## config.mk

```make
export PLATFORM = sky130hd
export DESIGN_NAME = status_blink_code_driver
export DESIGN_NICKNAME = d
export VERILOG_FILES = /design/src/rtl/sbcd_pkg.sv /design/src/rtl/sbcd_pick.sv /design/src/rtl/status_blink_code_driver.sv
export SDC_FILE = /design/constraint.sdc
export NUM_CORES = 1
export LEC_CHECK = 0
export BUFFER_PORTS_ARGS = -buffer_cell sky130_fd_sc_hd__buf_2
export CORE_MARGIN = 1
export CORE_UTILIZATION = 42
export CTS_CLUSTER_SIZE = 16
export DETAILED_ROUTE_END_ITERATION = 6
export PLACE_DENSITY = 0.61
export SYNTH_ARGS = -nofsm -noshare
export SYNTH_HDL_FRONTEND = slang
export SYNTH_SLANG_ARGS = --single-unit
```

## constraint.sdc

```tcl
create_clock -name i_clk -period 8.47 [get_ports i_clk]
set_clock_uncertainty 0.05 [all_clocks]
set_input_delay 2.1175 -clock i_clk [delete_from_list [all_inputs] [get_ports i_clk]]
set_output_delay 2.1175 -clock i_clk [all_outputs]
set_load 0.01 [all_outputs]
```

## src/rtl/sbcd_pkg.sv

```systemverilog
`timescale 1ns / 1ps
`default_nettype none

package sbcd_pkg;

    localparam int unsigned CFG_IDX_W  = 2;
    localparam int unsigned CFG_DATA_W = 16;
    localparam int unsigned CODE_W     = 3;

    // configuration register indexes
    localparam logic [CFG_IDX_W-1:0] CFG_ON_TICKS    = 2'd0;
    localparam logic [CFG_IDX_W-1:0] CFG_OFF_TICKS   = 2'd1;
    localparam logic [CFG_IDX_W-1:0] CFG_PAUSE_TICKS = 2'd2;

    localparam logic [CFG_DATA_W-1:0] ON_TICKS_RST    = 16'd200;
    localparam logic [CFG_DATA_W-1:0] OFF_TICKS_RST   = 16'd200;
    localparam logic [CFG_DATA_W-1:0] PAUSE_TICKS_RST = 16'd1200;

    localparam int unsigned WARN_TOP = 5;
    localparam int unsigned ERR_TOP  = 6;

    typedef enum logic [1:0] {
        SRC_NONE    = 2'd0,
        SRC_WARNING = 2'd1,
        SRC_ERROR   = 2'd2
    } t_src;

    typedef struct packed {
        t_src              src;
        logic [CODE_W-1:0] code;
    } t_pick;

endpackage

`default_nettype wire

```

## src/rtl/sbcd_pick.sv

```systemverilog
`timescale 1ns / 1ps
`default_nettype none

module sbcd_pick
    import sbcd_pkg::*;
(
    input  wire logic [5:0] i_warning_bits,
    input  wire logic [6:0] i_error_bits,
    output t_pick           o_pick
);

    logic [CODE_W-1:0] w_err_code;
    logic [CODE_W-1:0] w_warn_code;

    // scan from the top down so the lowest set code is the last one kept
    always_comb begin
        w_err_code = '0;
        for (int k = ERR_TOP; k >= 1; k--) begin
            if (i_error_bits[k]) begin
                w_err_code = CODE_W'(k);
            end
        end
    end

    always_comb begin
        w_warn_code = '0;
        for (int k = WARN_TOP; k >= 1; k--) begin
            if (i_warning_bits[k]) begin
                w_warn_code = CODE_W'(k);
            end
        end
    end

    always_comb begin
        if (w_err_code != '0) begin
            o_pick.src  = SRC_ERROR;
            o_pick.code = w_err_code;
        end else if (w_warn_code != '0) begin
            o_pick.src  = SRC_WARNING;
            o_pick.code = w_warn_code;
        end else begin
            o_pick.src  = SRC_NONE;
            o_pick.code = '0;
        end
    end

endmodule

`default_nettype wire

```

## src/rtl/status_blink_code_driver.sv

```systemverilog
`timescale 1ns / 1ps
`default_nettype none
// A tick item passes through the input register, then the sequencer update into
//   the result register; a stall on the output holds it in the input register.
// Throughput: one item per cycle unless the output stalls; the sequencer step is a single compare chain.
// Reset (synchronous, active low) clears the sequencer state and both valids
//   and loads the on, off and pause lengths with their default values.

module status_blink_code_driver
    import sbcd_pkg::*;
#(
    parameter int unsigned COUNTER_BITS = 16
) (
    input  wire logic                  i_clk,
    input  wire logic                  i_rst_n,
    input  wire logic                  i_cfg_we,
    input  wire logic [CFG_IDX_W-1:0]  i_cfg_idx,
    input  wire logic [CFG_DATA_W-1:0] i_cfg_data,
    input  wire logic                  i_in_valid,
    output logic                       o_in_stall,
    input  wire logic [5:0]            i_warning_bits,
    input  wire logic [6:0]            i_error_bits,
    output logic                       o_out_valid,
    input  wire logic                  i_out_stall,
    output logic                       o_warning_led,
    output logic                       o_error_led,
    output logic [CODE_W-1:0]          o_shown_code,
    output logic [1:0]                 o_shown_source
);

    localparam int unsigned CMP_W = (COUNTER_BITS > CFG_DATA_W) ? COUNTER_BITS : CFG_DATA_W;

    logic [CFG_DATA_W-1:0] r_on_ticks;
    logic [CFG_DATA_W-1:0] r_off_ticks;
    logic [CFG_DATA_W-1:0] r_pause_ticks;

    logic       r_in_valid;
    logic [5:0] r_warning_bits;
    logic [6:0] r_error_bits;
    logic       w_adv;
    logic       w_in_acc;

    logic [COUNTER_BITS-1:0] r_elapsed, n_elapsed;
    logic                    r_lit, n_lit;
    logic                    r_pausing, n_pausing;
    logic [CODE_W-1:0]       r_flashes, n_flashes;
    logic [CODE_W-1:0]       r_code;
    t_src                    r_src;

    logic       r_out_valid;
    logic       r_warning_led;
    logic       r_error_led;
    logic [CODE_W-1:0] r_shown_code;
    t_src       r_shown_src;

    t_pick w_pick;
    logic  w_restart;

    sbcd_pick u_pick (
        .i_warning_bits (r_warning_bits),
        .i_error_bits   (r_error_bits),
        .o_pick         (w_pick)
    );

    // configuration
    always_ff @(posedge i_clk) begin
        if (!i_rst_n) begin
            r_on_ticks    <= ON_TICKS_RST;
            r_off_ticks   <= OFF_TICKS_RST;
            r_pause_ticks <= PAUSE_TICKS_RST;
        end else if (i_cfg_we) begin
            case (i_cfg_idx)
                CFG_ON_TICKS:    r_on_ticks    <= i_cfg_data;
                CFG_OFF_TICKS:   r_off_ticks   <= i_cfg_data;
                CFG_PAUSE_TICKS: r_pause_ticks <= i_cfg_data;
                default:         ;
            endcase
        end
    end

    // handshake: the input register drains whenever the result register can take
    assign w_adv      = r_in_valid && (!r_out_valid || !i_out_stall);
    assign o_in_stall = r_in_valid && !w_adv;
    assign w_in_acc   = i_in_valid && !o_in_stall;

    always_ff @(posedge i_clk) begin
        if (!i_rst_n) begin
            r_in_valid <= 1'b0;
        end else if (w_in_acc) begin
            r_in_valid <= 1'b1;
        end else if (w_adv) begin
            r_in_valid <= 1'b0;
        end
    end

    always_ff @(posedge i_clk) begin
        if (w_in_acc) begin
            r_warning_bits <= i_warning_bits;
            r_error_bits   <= i_error_bits;
        end
    end

    // one tick of the blink sequencer
    always_comb begin
        logic [COUNTER_BITS-1:0] v_e;
        logic                    v_proceed;

        w_restart = (w_pick.src != r_src) || (w_pick.code != r_code);
        if (w_restart) begin
            v_e       = '0;
            n_lit     = 1'b0;
            n_pausing = 1'b0;
            n_flashes = w_pick.code;
        end else begin
            v_e       = (&r_elapsed) ? r_elapsed : r_elapsed + COUNTER_BITS'(1);
            n_lit     = r_lit;
            n_pausing = r_pausing;
            n_flashes = r_flashes;
        end

        v_proceed = 1'b1;
        if (w_pick.code != '0) begin
            if (n_pausing) begin
                if (CMP_W'(v_e) >= CMP_W'(r_pause_ticks)) begin
                    // start the next group on this tick
                    n_pausing = 1'b0;
                    n_flashes = w_pick.code;
                    v_e       = '0;
                end else begin
                    v_proceed = 1'b0;
                end
            end
            if (v_proceed) begin
                if (!n_lit) begin
                    if (n_flashes != '0 && CMP_W'(v_e) >= CMP_W'(r_off_ticks)) begin
                        n_lit = 1'b1;
                        v_e   = '0;
                    end
                end else if (CMP_W'(v_e) >= CMP_W'(r_on_ticks)) begin
                    n_lit = 1'b0;
                    if (n_flashes != '0) begin
                        n_flashes = n_flashes - CODE_W'(1);
                    end
                    v_e = '0;
                    if (n_flashes == '0) begin
                        n_pausing = 1'b1;
                    end
                end
            end
        end else begin
            n_lit = 1'b0;
        end
        n_elapsed = v_e;
    end

    always_ff @(posedge i_clk) begin
        if (!i_rst_n) begin
            r_elapsed <= '0;
            r_lit     <= 1'b0;
            r_pausing <= 1'b0;
            r_flashes <= '0;
            r_code    <= '0;
            r_src     <= SRC_NONE;
        end else if (w_adv) begin
            r_elapsed <= n_elapsed;
            r_lit     <= n_lit;
            r_pausing <= n_pausing;
            r_flashes <= n_flashes;
            r_code    <= w_pick.code;
            r_src     <= w_pick.src;
        end
    end

    // result register
    always_ff @(posedge i_clk) begin
        if (!i_rst_n) begin
            r_out_valid <= 1'b0;
        end else if (w_adv) begin
            r_out_valid <= 1'b1;
        end else if (!i_out_stall) begin
            r_out_valid <= 1'b0;
        end
    end

    always_ff @(posedge i_clk) begin
        if (w_adv) begin
            r_warning_led <= n_lit && (w_pick.src == SRC_WARNING);
            r_error_led   <= n_lit && (w_pick.src == SRC_ERROR);
            r_shown_code  <= w_pick.code;
            r_shown_src   <= w_pick.src;
        end
    end

    assign o_out_valid    = r_out_valid;
    assign o_warning_led  = r_warning_led;
    assign o_error_led    = r_error_led;
    assign o_shown_code   = r_shown_code;
    assign o_shown_source = r_shown_src;

`ifndef SYNTHESIS
    a_one_led: assert property (@(posedge i_clk) disable iff (!i_rst_n)
        o_out_valid |-> !(o_warning_led && o_error_led))
        else $error("both LEDs lit");

    a_none_dark: assert property (@(posedge i_clk) disable iff (!i_rst_n)
        (o_out_valid && o_shown_source == SRC_NONE) |->
            (o_shown_code == '0 && !o_warning_led && !o_error_led))
        else $error("no source but code or LED shown");

    a_flashes_bound: assert property (@(posedge i_clk) disable iff (!i_rst_n)
        r_flashes <= r_code)
        else $error("flash count exceeds code");

    a_hold_back: assert property (@(posedge i_clk) disable iff (!i_rst_n)
        (r_in_valid && r_out_valid && i_out_stall) |-> o_in_stall)
        else $error("input taken while result is blocked");

    a_no_wrap: assert property (@(posedge i_clk) disable iff (!i_rst_n)
        ($past(w_adv) && !$past(w_restart) && $past(&r_elapsed)
            && !$past(n_lit != r_lit) && !$past(n_pausing != r_pausing))
            |-> (&r_elapsed))
        else $error("tick counter wrapped");
`endif

endmodule

`default_nettype wire
```

; ---- Word level (Yosys, flattened, before mapping)
; Cells that the tools add are included.
[classes]
shift = 0
n_div = 0
order_cmp = 3
addsub = 2
n_bitwise = 0
reduce_logical = 23
muxes = 57
eq_ne = 7
multipliers = 0
[op_table]
columns = operator, count
row1 = 16-bit 2-to-1 mux, 10
row2 = 3-bit 2-to-1 mux, 24
row3 = 16-bit >= comparator, 3
row4 = 1-bit 2-to-1 mux, 21
row5 = "16-bit by 1-bit adder with 16-bit output, second input constant", 1
row6 = 16-bit AND reduction, 1
row7 = 3-bit nonzero test, 4
row8 = 1-bit logical AND, 6
row9 = 2-bit AND reduction, 3
row10 = 5-bit 2-to-1 mux, 1
row11 = "2-bit by 1-bit == test with 1-bit output, second input constant", 2
row12 = "2-bit == test, second input constant", 2
row13 = 1-bit zero test, 4
row14 = 4-bit 2-to-1 mux, 1
row15 = 3-bit zero test, 1
row16 = 3-bit inequality test, 1
row17 = "3-bit by 1-bit subtractor with 3-bit output, second input constant", 1
row18 = 2-bit zero test, 1
row19 = 1-bit logical OR, 2
row20 = "2-bit by 1-bit inequality test with 1-bit output, second input constant", 1
row21 = 2-bit inequality test, 1
row22 = 2-bit nonzero test, 1
[totals]
mem_bits_ro = 0
latch_bits = 0
input_bits = 36
reg_bits = 96
n_memories = 0
mem_bits_rw = 0
wordCells = 109
out_inout_bits = 9

; ---- Depth between registers and ports, before layout
; Gate-level depths: netlist of the first run.
[depth]
word_depth = 27
mapped_depth = 29
mapped_depth_nobuf = 24

; ---- By module
; A second synthesis of the first run with hierarchy kept.
[unflattened]
cells_unflattened = 637
area_unflattened_um2 = 5415.2
[by_module_without_submodules]
columns = mod, seq_area_each_um2, cells_each, area_per_inst_um2, instances
row1 = status_blink_code_driver, 2122.0, 617, 5278.8, 1
row2 = sbcd_pick, 0.0, 20, 136.4, 1

; ---- Least setup slack after synthesis of the first run
; Ideal clock, no wire load.
[synth_timing]
path_kind = reg2reg
startpoint = reg r_error_bits[1]
endpoint = reg r_elapsed[5]
required_ns = 8.363
arrival_ns = 6.475
path_buffers = 6
stages_incl_launch_ff = 30
setup_ns = 0.057
period_less_slack_ns = 6.583
path_slack_ns = 1.887
cell_sequence = edfxtp_1 -> or3_4 -> nor2_4 -> inv_4 -> o221ai_4 -> xor2_2 -> or3_1 -> clkbuf_1 -> buf_2 -> buf_2 -> nor2_1 -> ha_1 -> a2111oi_0 -> nor3_1 -> a211oi_2 -> nor3_1 -> or4_4 -> buf_6 -> clkbuf_1 -> nor2_1 -> ha_1 -> a21o_1 -> a21o_1 -> a21o_1 -> and3_1 -> a2111oi_1 -> o2111ai_1 -> buf_2 -> nor3_1 -> a21o_1
[synth_rtl]
columns = item, line
row1 = start: declaration, status_blink_code_driver.sv:39  ; logic [6:0] r_error_bits;
row2 = start signal: assignment, status_blink_code_driver.sv:99  ; r_error_bits <= i_error_bits;
row3 = end signal: assignment, status_blink_code_driver.sv:165  ; r_elapsed <= n_elapsed;
row4 = end: declaration, status_blink_code_driver.sv:43  ; logic [COUNTER_BITS-1:0] r_elapsed, n_elapsed;

==> reports/results.env, run 1 <==
CPMAXSTAGEDELAYCELL='sky130_fd_sc_hd__or3_1'
PLACEDINSTANCEAREA_UM2=5920
POSTSYNTHNETCOUNT=760
WORST_EP_REQUIRED_TIME_NS=8.73
LAYOUT.CELLS.MOST_COMMON='sky130_fd_sc_hd__nand2_1'
MULTIINPUTGATEAREA_UM2=3190
FINAL.SETUP.TNS_NS=0
START_KIND='flip-flop'
DIE_W_UM=117
HEIGHT_OF_THE_DIE_UM=117
CTS-HOLD-FIX-BUFFERS=0
DR.FIRST_ITER.DRC_COUNT=196
FINAL-MAX-SLEW-VIOLATION-COUNT=0
TRITONCTS='done'
GRT.OVERFLOW.TOTAL=0
POWER.SEQUENTIAL.FRACTION=0.486
MOST-COMMON-LAYOUT-CELLS='133 x sky130_fd_sc_hd__nand2_1, 76 x sky130_fd_sc_hd__dfxtp_1, 59 x sky130_fd_sc_hd__inv_1, 52 x sky130_fd_sc_hd__ha_1, 51 x sky130_fd_sc_hd__nor2_1'
PATH_CELLS='or3_4, nor2_4, inv_4, o221ai_4, xor2_2, or3_1, nor2_1, ha_1, a2111oi_0, o21ai_1, a211oi_2, nor3_1, or4_4, nand2b_1, ha_1, nor2_1, a21oi_1, o31ai_1, a2111oi_0, a2111oi_1, o2111ai_1, o21ai_0, a21o_1'
TOTAL_OF_MAX_CAP_VIOLATIONS=0
SHARE_OF_LAYOUT_CELLS_ABOVE_DRIVE_STRENGTH_1=0.113
ANT_NETS=0
ANTENNA-DIODE-COUNT=0
ROUTED_VIA_DENSITY=5.28
SYNTH-EDFF-COUNT=18
POST_DRT_WL_PER_CELL_UM=14.9
CLK_TRANSITION_REPORTED_PATHS_NS=0.07
RUN_STATUS='complete, no violations'
GRT_PASS1_WL_MM=21.5
POST-ROUTE-CELL-AREA_UM2=6220
CTS.ROOT.BUFFER_CELL='sky130_fd_sc_hd__clkbuf_16'
GRT_USE_MET2=0.327
YS.WARNINGS.COUNT=0
POWER-PER-CELL-AREA_nW_PER_UM2=159
GRT_PASS1_VIAS=4277
POWER.SHARE.SWITCHING=0.249
TIMING_WORST_SETUP_PATH_TYPE='flip-flop to flip-flop'
SETUP-VIOLATIONS-FINAL=0
N_FILL_CELL=1235
POWER.IR.VDD_WORST_V=0.0000917
CTS_HTREE_LEVELS=3
WORST_SETUP_PATH_END_KIND='flip-flop'
VIAS=4643
HOLD_VIOL=0
GRT_ANTENNA_BEFORE_REPAIR=0
CLOCK_TREE.BUFFER_DEPTH=2
POST_CTS.REPAIR.SETUP_BUFFERS=0
GR-USAGE-MET1=0.284
MAX_SLEW_MARGIN=0.202
NETS=790
GRT_USE_TOTAL=0.209
CORE_AR_UM2=12800
FLOORPLAN.INITIALDENSITY=0.436
MAX_CLOCK_FREQ_MHz=130
DOMINANTREGCELLSYNTH='sky130_fd_sc_hd__dfxtp_1'
POSTSYNTH.ASYNCRESETSHARE=0
MIN_PERIOD_NS=7.68
CLKSINKCOUNT=94
SYNTH-SEQ-AREA-SHARE=0.370
DETAIL_ROUTE.WIRELENGTH_MM=13.1
MET3_USAGE=0.0391
TIMING.CRITICAL_PATH.ARRIVAL_NS=7.93
DRC=0
PORT_BUFFERS=42
YS_FF_LATCH=94
RSZ0062_AT_GRT='false'
WORSTMARGINPINSLEW_NS=1.19
CLKPWRFRAC=0.422
SYNTHCELLS=672
GRT_START_MAX_NET_PINS=68
ROUTABILITY_CONGESTION=0.852
POST_ROUTE_FRACTION_OF_THE_PERIOD_CONSUMED_BY_THE_CRITICAL_PATH=0.907
FLOORPLAN.DIE_AREA_UM2=13700
CRITICAL-PATH-MAX-STAGE-DELAY_NS=0.68
STD_CELL_ROWS=41
CPLARGESTDELAYFAMILY='compound AO/OA/AOI/OAI gates'
CELLLEAKAGEPOWER_nW=2.49
INSERTION_DELAY_NS=0.36
POST_SYNTHESIS_INSTANCE_AREA_UM2=5580
PLACE.DETAILED.HPWL_MM=9.88
CTS_MADE_BUFFERS=9
SWITCHINGPOWER_W=0.000246
SYNTHDISTINCTLIBCELLS=67
LAYOUT-AREA-OVERHEAD-VS-SYNTH_PCT=11.5
CRIT_PATH_MAX_FANOUT=24
GRT-BUSIEST-LAYER='met2'
POST_CTS_SIZING_COUNT=0
DR.PASS1.ITERS=4
IO_PINS=45
CRITPATHBUFINV=1
POWER.INTERNAL_W=0.000742
SYN_AREA_PER_CELL_UM2=8.30
REGISTER_AREA_UM2=2060
POWER.COMBINATIONAL.FRACTION=0.092
HP-CLASS='flip-flop to flip-flop'
==> power groups by stage <==
stage / combinational, W / clock (W) / sequential [W]
after global routing: 0.000102 / 0.000443 / 0.000482
after CTS: 0.0000913 / 0.000426 / 0.000480
final: 0.0000907 / 0.000416 / 0.000480
after detailed placement: 0.0000905 / 0 / 0.000490
after floorplan: 0.0000602 / 0 / 0.000489
after global placement: 0.0000883 / 0 / 0.000490
==> per-stage QoR <==
step / hold slack (ns) / util / power [W] / setup WS (ns) / std cells
after floorplan: 0.378 / - / 0.000549 / 1.89 / 672
after global placement: 0.391 / 0.463 / 0.000578 / 0.975 / 863
after detailed placement: 0.398 / 0.463 / 0.000581 / 0.782 / 863
after CTS: 0.409 / 0.487 / 0.000998 / 0.706 / 879
after global routing: 0.434 / 0.487 / 0.00103 / 0.108 / 879
final: 0.411 / 0.487 / 0.000988 / 0.792 / 879
==> sequential cells by signal (all words and copies together), names as in the netlist, 2 cells and up <==
name / count
r_src: 2
r_code: 3
r_on_ticks: 16
r_flashes: 3
r_off_ticks: 16
r_pause_ticks: 16
r_warning_bits: 5
r_error_bits: 6
o_shown_code: 3
r_elapsed: 16
o_shown_source: 2
==> layout make-up <==
cell class,count,area share
clock inverters,6,0.00986
inverters,60,0.0366
repair buffers,44,0.0362
flip-flops and latches,94,0.332
clock buffers,10,0.0384
multi-input cells,493,0.512
well taps,172,0.0346
==> worst min-delay path, delay by kind of cell, from the launching register on <==
kind,cells,cell delay (ns)
AO/OA/AOI/OAI,1,0.05
flip-flops,1,0.31
AND/OR/NAND/NOR,1,0.05
==> synth_stat cells, types with 5 or more instances <==
cell type	n	area, µm²
sky130_fd_sc_hd__inv_1	59	221
sky130_fd_sc_hd__a21boi_0	42	315
sky130_fd_sc_hd__nand2_1	133	499
sky130_fd_sc_hd__clkbuf_1	20	75.1
sky130_fd_sc_hd__nand4_1	9	56.3
sky130_fd_sc_hd__dfxtp_1	76	1520
sky130_fd_sc_hd__edfxtp_1	18	541
sky130_fd_sc_hd__a21oi_1	20	100
sky130_fd_sc_hd__and3_1	6	37.5
sky130_fd_sc_hd__xor2_1	10	87.6
sky130_fd_sc_hd__nand3_1	11	55.1
sky130_fd_sc_hd__mux2i_1	5	50.1
sky130_fd_sc_hd__ha_1	52	651
sky130_fd_sc_hd__xnor2_1	5	43.8
sky130_fd_sc_hd__o21a_1	5	37.5
sky130_fd_sc_hd__nor2_1	51	191
sky130_fd_sc_hd__o21ai_0	28	140
sky130_fd_sc_hd__o211ai_1	14	105
sky130_fd_sc_hd__nor3_1	20	100
sky130_fd_sc_hd__a21o_1	11	82.6
==> kinds of logic (layout without fill, tap and decap cells) <==
group,after synthesis,in the layout,synth area share
compound gates,155,155,0.197
xor+xnor,16,16,0.0265
fa+ha+maj,52,52,0.117
buf+inv,85,120,0.0597
flops,94,94,0.370
mux,7,7,0.0141
simple gates,263,263,0.216
==> path summary, 6_finish.rpt <==
| kind | from | endpoint | slack (ns) | depth (start not counted) |
|---|---|---|---|---|
| max | r_error_bits[1]$_DFFE_PP_ | r_elapsed[5]$_SDFFE_PN0P_ | 0.79 | 23 |
| min | r_flashes[2]$_SDFFE_PN0P_ | r_flashes[2]$_SDFFE_PN0P_ | 0.41 | 2 |
| max reg2reg | r_error_bits[1]$_DFFE_PP_ | r_elapsed[5]$_SDFFE_PN0P_ | 0.79 | 23 |
| min reg2reg | r_flashes[2]$_SDFFE_PN0P_ | r_flashes[2]$_SDFFE_PN0P_ | 0.41 | 2 |
==> per-layer routing <==
| layer | wire, µm | share of wire |
|---|---|---|
| met1 | 6410 | 0.49 |
| met2 | 5990 | 0.46 |
| met3 | 512 | 0.039 |
| met4 | 199 | 0.015 |
| met5 | 0 | 0 |
Note: power is estimated with default switching activity, not from simulation.
==> inputs of run 2 (changes only) <==
- CELL_PAD_IN_SITES_DETAIL_PLACEMENT: default -> 1
- CELL_PAD_IN_SITES_GLOBAL_PLACEMENT: default -> 2
- CORE_ASPECT_RATIO: default -> 0.9
- CORE_UTILIZATION: 42 -> 37
- PLACE_DENSITY: 0.61 -> 0.83
==> run 2 against run 1 <==
  * Sequential power hardly changed
  * Non-clock buffer count is 5 higher
  * Setup slack better by 0.38 ns
  * Maximum frequency is 5.3% higher
  * Clock-buffer cell count is 1 lower
  * Cell area is 1.1% higher
  * Sequential cell count stayed put
  * Global-route usage is 0.12 points lower
  * Critical path depth is 1 higher
  * Largest cell class unchanged
  * Critical path type unchanged
  * Cell count is 3.5% higher
  * Power is 0.25% higher
==> reports/results.env, run 2 (synthesis results as in run 1) <==
FINAL.SETUP.TNS_NS=0
DRC=0
ANT_NETS=0
PLACE.DETAILED.HPWL_MM=11.7
GRT_PASS1_WL_MM=25.3
IO_PINS=45
PATH_CELLS='and4_1, nand4_1, nor3_1, nand2_1, nand4_1, xor2_1, nor2_1, ha_1, a2111oi_0, o21ai_1, a211oi_2, nor3_1, or4_4, nor2_1, ha_1, a211o_1, a21oi_1, o211a_1, a2111oi_0, a2111oi_1, o2111ai_1, buf_4, o21ai_0, a21o_1'
GRT.OVERFLOW.TOTAL=0
POST_DRT_WL_PER_CELL_UM=16.8
POST_CTS.REPAIR.SETUP_BUFFERS=0
WORSTMARGINPINSLEW_NS=0.936
DP_WORST_SETUP_SLACK_NS=1.15
FLOORPLAN.DIE_AREA_UM2=15600
ROUTABILITY_CONGESTION=0.856
CLK_TRANSITION_REPORTED_PATHS_NS=0.07
SHARE_OF_LAYOUT_CELLS_ABOVE_DRIVE_STRENGTH_1=0.119
CRIT_PATH_MAX_FANOUT=19
POST_ROUTE_FRACTION_OF_THE_PERIOD_CONSUMED_BY_THE_CRITICAL_PATH=0.861
POST_CTS_SIZING_COUNT=0
CORE_AR_UM2=14700
CRITPATHBUFINV=1
FLOORPLAN.INITIALDENSITY=0.379
CPMAXSTAGEDELAYCELL='sky130_fd_sc_hd__a2111oi_1'
HOLD_VIOL=0
POWER.IR.VDD_WORST_V=0.0000908
GRT_PASS1_VIAS=4984
MAX_CLOCK_FREQ_MHz=137
DIE_W_UM=131
VIAS=4801
START_KIND='flip-flop'
CPLARGESTDELAYFAMILY='compound AO/OA/AOI/OAI gates'
DETAIL_ROUTE.WIRELENGTH_MM=15.3
GRT_USE_TOTAL=0.207
DR.PASS1.ITERS=4
STD_CELL_ROWS=42
FINAL-MAX-SLEW-VIOLATION-COUNT=0
LAYOUT.CELLS.MOST_COMMON='sky130_fd_sc_hd__nand2_1'
CLOCK_TREE.BUFFER_DEPTH=2
FINAL_UTIL=0.427
RSZ0062_AT_GRT='false'
PORT_BUFFERS=42
SETUP-VIOLATIONS-FINAL=0
TRITONCTS='done'
GRT_ANTENNA_BEFORE_REPAIR=1
GRT_START_MAX_NET_PINS=68
TOTAL_OF_MAX_CAP_VIOLATIONS=0
ANTENNA-DIODE-COUNT=0
NETS=795
MIN_PERIOD_NS=7.29
DR.FIRST_ITER.DRC_COUNT=164
ROUTED_VIA_DENSITY=5.28
MOST-COMMON-LAYOUT-CELLS='133 x sky130_fd_sc_hd__nand2_1, 76 x sky130_fd_sc_hd__dfxtp_1, 59 x sky130_fd_sc_hd__inv_1, 52 x sky130_fd_sc_hd__ha_1, 51 x sky130_fd_sc_hd__nor2_1'
CTS_HTREE_LEVELS=3
PLACEDINSTANCEAREA_UM2=5990
HEIGHT_OF_THE_DIE_UM=118
RUN_STATUS='complete, no violations'
CELLLEAKAGEPOWER_nW=2.51
CTS_MADE_BUFFERS=9
LAYOUT_SETUP_WS_NS=1.18
INSERTION_DELAY_NS=0.36
WORST_SETUP_PATH_END_KIND='flip-flop'
CTS.ROOT.BUFFER_CELL='sky130_fd_sc_hd__clkbuf_16'
WORST_EP_REQUIRED_TIME_NS=8.73
CRITICAL-PATH-MAX-STAGE-DELAY_NS=0.63
POWER-PER-CELL-AREA_nW_PER_UM2=158
POST-ROUTE-CELL-AREA_UM2=6280
HP-CLASS='flip-flop to flip-flop'
TIMING.CRITICAL_PATH.ARRIVAL_NS=7.55
CLKSINKCOUNT=94
LAYOUT-AREA-OVERHEAD-VS-SYNTH_PCT=12.7
CTS-HOLD-FIX-BUFFERS=0
P_TOTAL_W=0.000990
MAX_SLEW_MARGIN=0.375
TIMING_WORST_SETUP_PATH_TYPE='flip-flop to flip-flop'
run 2: cell types whose count changed in the layout (fill, tap and decap cells not counted), sizes merged:
cell / before / now
buf: 44 / 49
bufinv: 1 / 0
clkbuf: 10 / 9
clkinv: 4 / 1
clkinvlp: 1 / 2
inv: 60 / 64
run 2: through the flow:
step / hold slack [ns] / std cells
after CTS: 0.421 / 910
after global routing: 0.435 / 910
after detailed placement: 0.410 / 894
final: 0.419 / 910
after global placement: 0.391 / 894
after floorplan: 0.378 / 672
run 2: final timing paths:
path	startpoint	to	slack [ns]	cells past startpoint
hold reg to reg	r_pause_ticks[11]$_SDFFE_PN0P_	r_pause_ticks[11]$_SDFFE_PN0P_	0.42	2
setup reg to reg	r_elapsed[5]$_SDFFE_PN0P_	r_elapsed[11]$_SDFFE_PN0P_	1.18	24
setup / recovery	r_elapsed[5]$_SDFFE_PN0P_	r_elapsed[11]$_SDFFE_PN0P_	1.18	24
hold / removal	r_pause_ticks[11]$_SDFFE_PN0P_	r_pause_ticks[11]$_SDFFE_PN0P_	0.42	2
run 2: worst register-to-register path, stage by stage, from the launching register on:
cell and delay, ns:
sky130_fd_sc_hd__dfxtp_1 0.47, sky130_fd_sc_hd__and4_1 0.25, sky130_fd_sc_hd__nand4_1 0.19, sky130_fd_sc_hd__nor3_1 0.47
sky130_fd_sc_hd__nand2_1 0.31, sky130_fd_sc_hd__nand4_1 0.35, sky130_fd_sc_hd__xor2_1 0.24, sky130_fd_sc_hd__nor2_1 0.07
sky130_fd_sc_hd__ha_1 0.31, sky130_fd_sc_hd__a2111oi_0 0.51, sky130_fd_sc_hd__o21ai_1 0.16, sky130_fd_sc_hd__a211oi_2 0.29
sky130_fd_sc_hd__nor3_1 0.14, sky130_fd_sc_hd__or4_4 0.61, sky130_fd_sc_hd__nor2_1 0.24, sky130_fd_sc_hd__ha_1 0.28
sky130_fd_sc_hd__a211o_1 0.27, sky130_fd_sc_hd__a21oi_1 0.31, sky130_fd_sc_hd__o211a_1 0.25, sky130_fd_sc_hd__a2111oi_0 0.11
sky130_fd_sc_hd__a2111oi_1 0.63, sky130_fd_sc_hd__o2111ai_1 0.19, sky130_fd_sc_hd__buf_4 0.24, sky130_fd_sc_hd__o21ai_0 0.17
sky130_fd_sc_hd__a21o_1 0.13
run 2: where the power goes:
| part | switching, W | internal [W] | total, W |
|---|---|---|---|
| Combinational | 0.0000590 | 0.0000352 | 0.0000943 |
| Clock | 0.000207 | 0.000209 | 0.000416 |
| Sequential | 0.00000902 | 0.000471 | 0.000480 |
run 2: layout make-up:
type	instances	area [µm²]
fillers	1803	8430
clock inverters	7	73.8
flip-flops and latches	94	2060
well taps	198	248
multi-input cells	493	3190
clock buffers	9	225
inverters	60	228
repair buffers	49	263
run 2: layer usage:
metal  GRT usage  up-vias  share of wire
li1            -     2390              -
met1       0.263     2330           0.47
met2       0.351       61           0.47
met3      0.0433       20          0.041
met4      0.0669        0          0.016
met5           0        -              0
==> inputs of run 3 (changes only) <==
- BUFFER_PORTS_ARGS: -buffer_cell sky130_fd_sc_hd__buf_2 -> -buffer_cell sky130_fd_sc_hd__clkbuf_2
- CORE_ASPECT_RATIO: 0.9 -> 0.8
==> run 3 against run 2 <==
  * Maximum frequency fell by 2.2%
  * Highest routed layer unchanged
  * Hold slack gained 0.00059 ns
  * Non-clock buffer count up 1
  * Cell area is 0.32% lower
==> reports/results.env, run 3 (synthesis results as in run 1) <==
PORT_BUFFERS=42
ANTENNA-DIODE-COUNT=0
PATH_CELLS='and4_1, nand4_1, nor3_1, nand2_1, nand4_1, xor2_1, nor2_1, ha_1, a2111oi_0, o21ai_1, a211oi_2, nor3_1, or4_4, nor2_1, ha_1, a211o_1, a21oi_1, o211a_1, a2111oi_0, a2111oi_1, o2111ai_1, buf_4, nor4_1, a21o_1'
CPMAXSTAGEDELAYCELL='sky130_fd_sc_hd__a2111oi_1'
POWER.IR.VDD_WORST_V=0.000103
HOLD_VIOL=0
DRC=0
CPLARGESTDELAYFAMILY='compound AO/OA/AOI/OAI gates'
ROUTABILITY_CONGESTION=0.814
TIMING_WORST_SETUP_PATH_TYPE='flip-flop to flip-flop'
CLKSINKCOUNT=94
CLOCK_TREE.BUFFER_DEPTH=2
PLACED_CELLS=881
GRT.OVERFLOW.TOTAL=0
GRT_PASS1_VIAS=5064
ROUTED_VIA_DENSITY=5.36
MIN_PERIOD_NS=7.45
CTS.ROOT.BUFFER_CELL='sky130_fd_sc_hd__clkbuf_16'
REG2REG_DEPTH=24
MOST-COMMON-LAYOUT-CELLS='133 x sky130_fd_sc_hd__nand2_1, 76 x sky130_fd_sc_hd__dfxtp_1, 59 x sky130_fd_sc_hd__inv_1, 52 x sky130_fd_sc_hd__ha_1, 51 x sky130_fd_sc_hd__nor2_1'
HEIGHT_OF_THE_DIE_UM=112
CELLLEAKAGEPOWER_nW=2.51
CP_NUM_CELLS=24
LAYOUT.CELLS.MOST_COMMON='sky130_fd_sc_hd__nand2_1'
POST_CTS_SIZING_COUNT=0
START_KIND='flip-flop'
IO_PINS=45
CTS-HOLD-FIX-BUFFERS=0
FINAL.SETUP.TNS_NS=0
MAX_CLOCK_FREQ_MHz=134
POST_CTS.REPAIR.SETUP_BUFFERS=0
INSERTION_DELAY_NS=0.36
FLOORPLAN.DIE_AREA_UM2=15600
WORSTHOLDPATHCELLS=2
ANT_NETS=0
WORSTMARGINPINSLEW_NS=1.02
LAYOUT-AREA-OVERHEAD-VS-SYNTH_PCT=12.4
RUN_STATUS='complete, no violations'
CRIT_PATH_MAX_FANOUT=19
LAYOUTNONFILLERINSTCOUNT=897
FLOORPLAN.INITIALDENSITY=0.385
VIAS=4810
SHARE_OF_LAYOUT_CELLS_ABOVE_DRIVE_STRENGTH_1=0.121
WORST_EP_REQUIRED_TIME_NS=8.73
STD_CELL_ROWS=39
CRITICAL-PATH-MAX-STAGE-DELAY_NS=0.64
CTS_MADE_BUFFERS=9
DR.PASS1.ITERS=4
DR.FIRST_ITER.DRC_COUNT=201
POST_DRT_WL_PER_CELL_UM=17.4
CRITPATHBUFINV=1
CORE_AR_UM2=14500
GRT_ANTENNA_BEFORE_REPAIR=0
POWER-PER-CELL-AREA_nW_PER_UM2=157
TOTAL_OF_MAX_CAP_VIOLATIONS=0
FINAL-MAX-SLEW-VIOLATION-COUNT=0
RSZ0062_AT_GRT='false'
DETAIL_ROUTE.WIRELENGTH_MM=15.6
P_TOTAL_W=0.000981
TIMING.CRITICAL_PATH.ARRIVAL_NS=7.71
TRITONCTS='done'
WORST_SETUP_PATH_END_KIND='flip-flop'
N_FILL_CELL=1767
PLACE.DETAILED.HPWL_MM=12.0
POST_ROUTE_FRACTION_OF_THE_PERIOD_CONSUMED_BY_THE_CRITICAL_PATH=0.880
CLK_TRANSITION_REPORTED_PATHS_NS=0.07
GRT_START_MAX_NET_PINS=68
GRT_PASS1_WL_MM=25.9
SETUP-VIOLATIONS-FINAL=0
MAX_SLEW_MARGIN=0.322
DIE_W_UM=139
NETS=796
HP-CLASS='flip-flop to flip-flop'
CTS_HTREE_LEVELS=3
GRT_USE_TOTAL=0.214
R2R_SLACK_NS=1.02
run 3: changes by cell type in the layout (fill, tap and decap cells not counted), sizes merged:
cell / delta
buf: -41
clkbuf: +42
run 3: routing by layer:
layer  vias up  GRT usage  wire [µm]  share of wire
met5         -          0          0              0
met4         0     0.0548        179          0.011
met3        12     0.0439        597          0.038
met2        63      0.363       7330           0.47
met1      2355      0.278       7540           0.48
li1       2380          -          -              -
run 3: worst min-delay path, cell delays in order, from the launching register on:
cell and delay [ns]:
sky130_fd_sc_hd__dfxtp_1 0.31, sky130_fd_sc_hd__nand2_1 0.05, sky130_fd_sc_hd__a21boi_0 0.06
run 3: where the power goes:
group | switching, W | internal, W
sequential | 0.00000930 | 0.000471
clock | 0.000200 | 0.000206
combinational | 0.0000590 | 0.0000352
run 3: path summary, 6_finish.rpt:
path,start,end
min reg2reg,r_off_ticks[15]$_SDFFE_PN0P_,r_off_ticks[15]$_SDFFE_PN0P_
max reg2reg,r_elapsed[5]$_SDFFE_PN0P_,r_elapsed[11]$_SDFFE_PN0P_
max,r_elapsed[5]$_SDFFE_PN0P_,r_elapsed[11]$_SDFFE_PN0P_
min,r_off_ticks[15]$_SDFFE_PN0P_,r_off_ticks[15]$_SDFFE_PN0P_
run 3: metrics by stage:
step / hold slack [ns] / cell area [µm²] / utilization / worst slack [ns]
after floorplan: 0.378 / 5580 / - / 1.89
after global placement: 0.390 / 5980 / 0.412 / 1.22
after detailed placement: 0.406 / 5980 / 0.412 / 0.979
after CTS: 0.419 / 6260 / 0.432 / 0.934
after global routing: 0.440 / 6260 / 0.432 / 0.461
final: 0.419 / 6260 / 0.432 / 1.02
run 3: layout make-up:
class / count / area, µm² / area share
inverter: 60 / 228 / 0.0363
clock inverter: 7 / 63.8 / 0.0102
timing repair buffer: 50 / 270 / 0.0431
sequential: 94 / 2060 / 0.329
clock buffer: 9 / 225 / 0.0359
multi-input combinational: 493 / 3190 / 0.508
tap: 184 / 230 / 0.0367
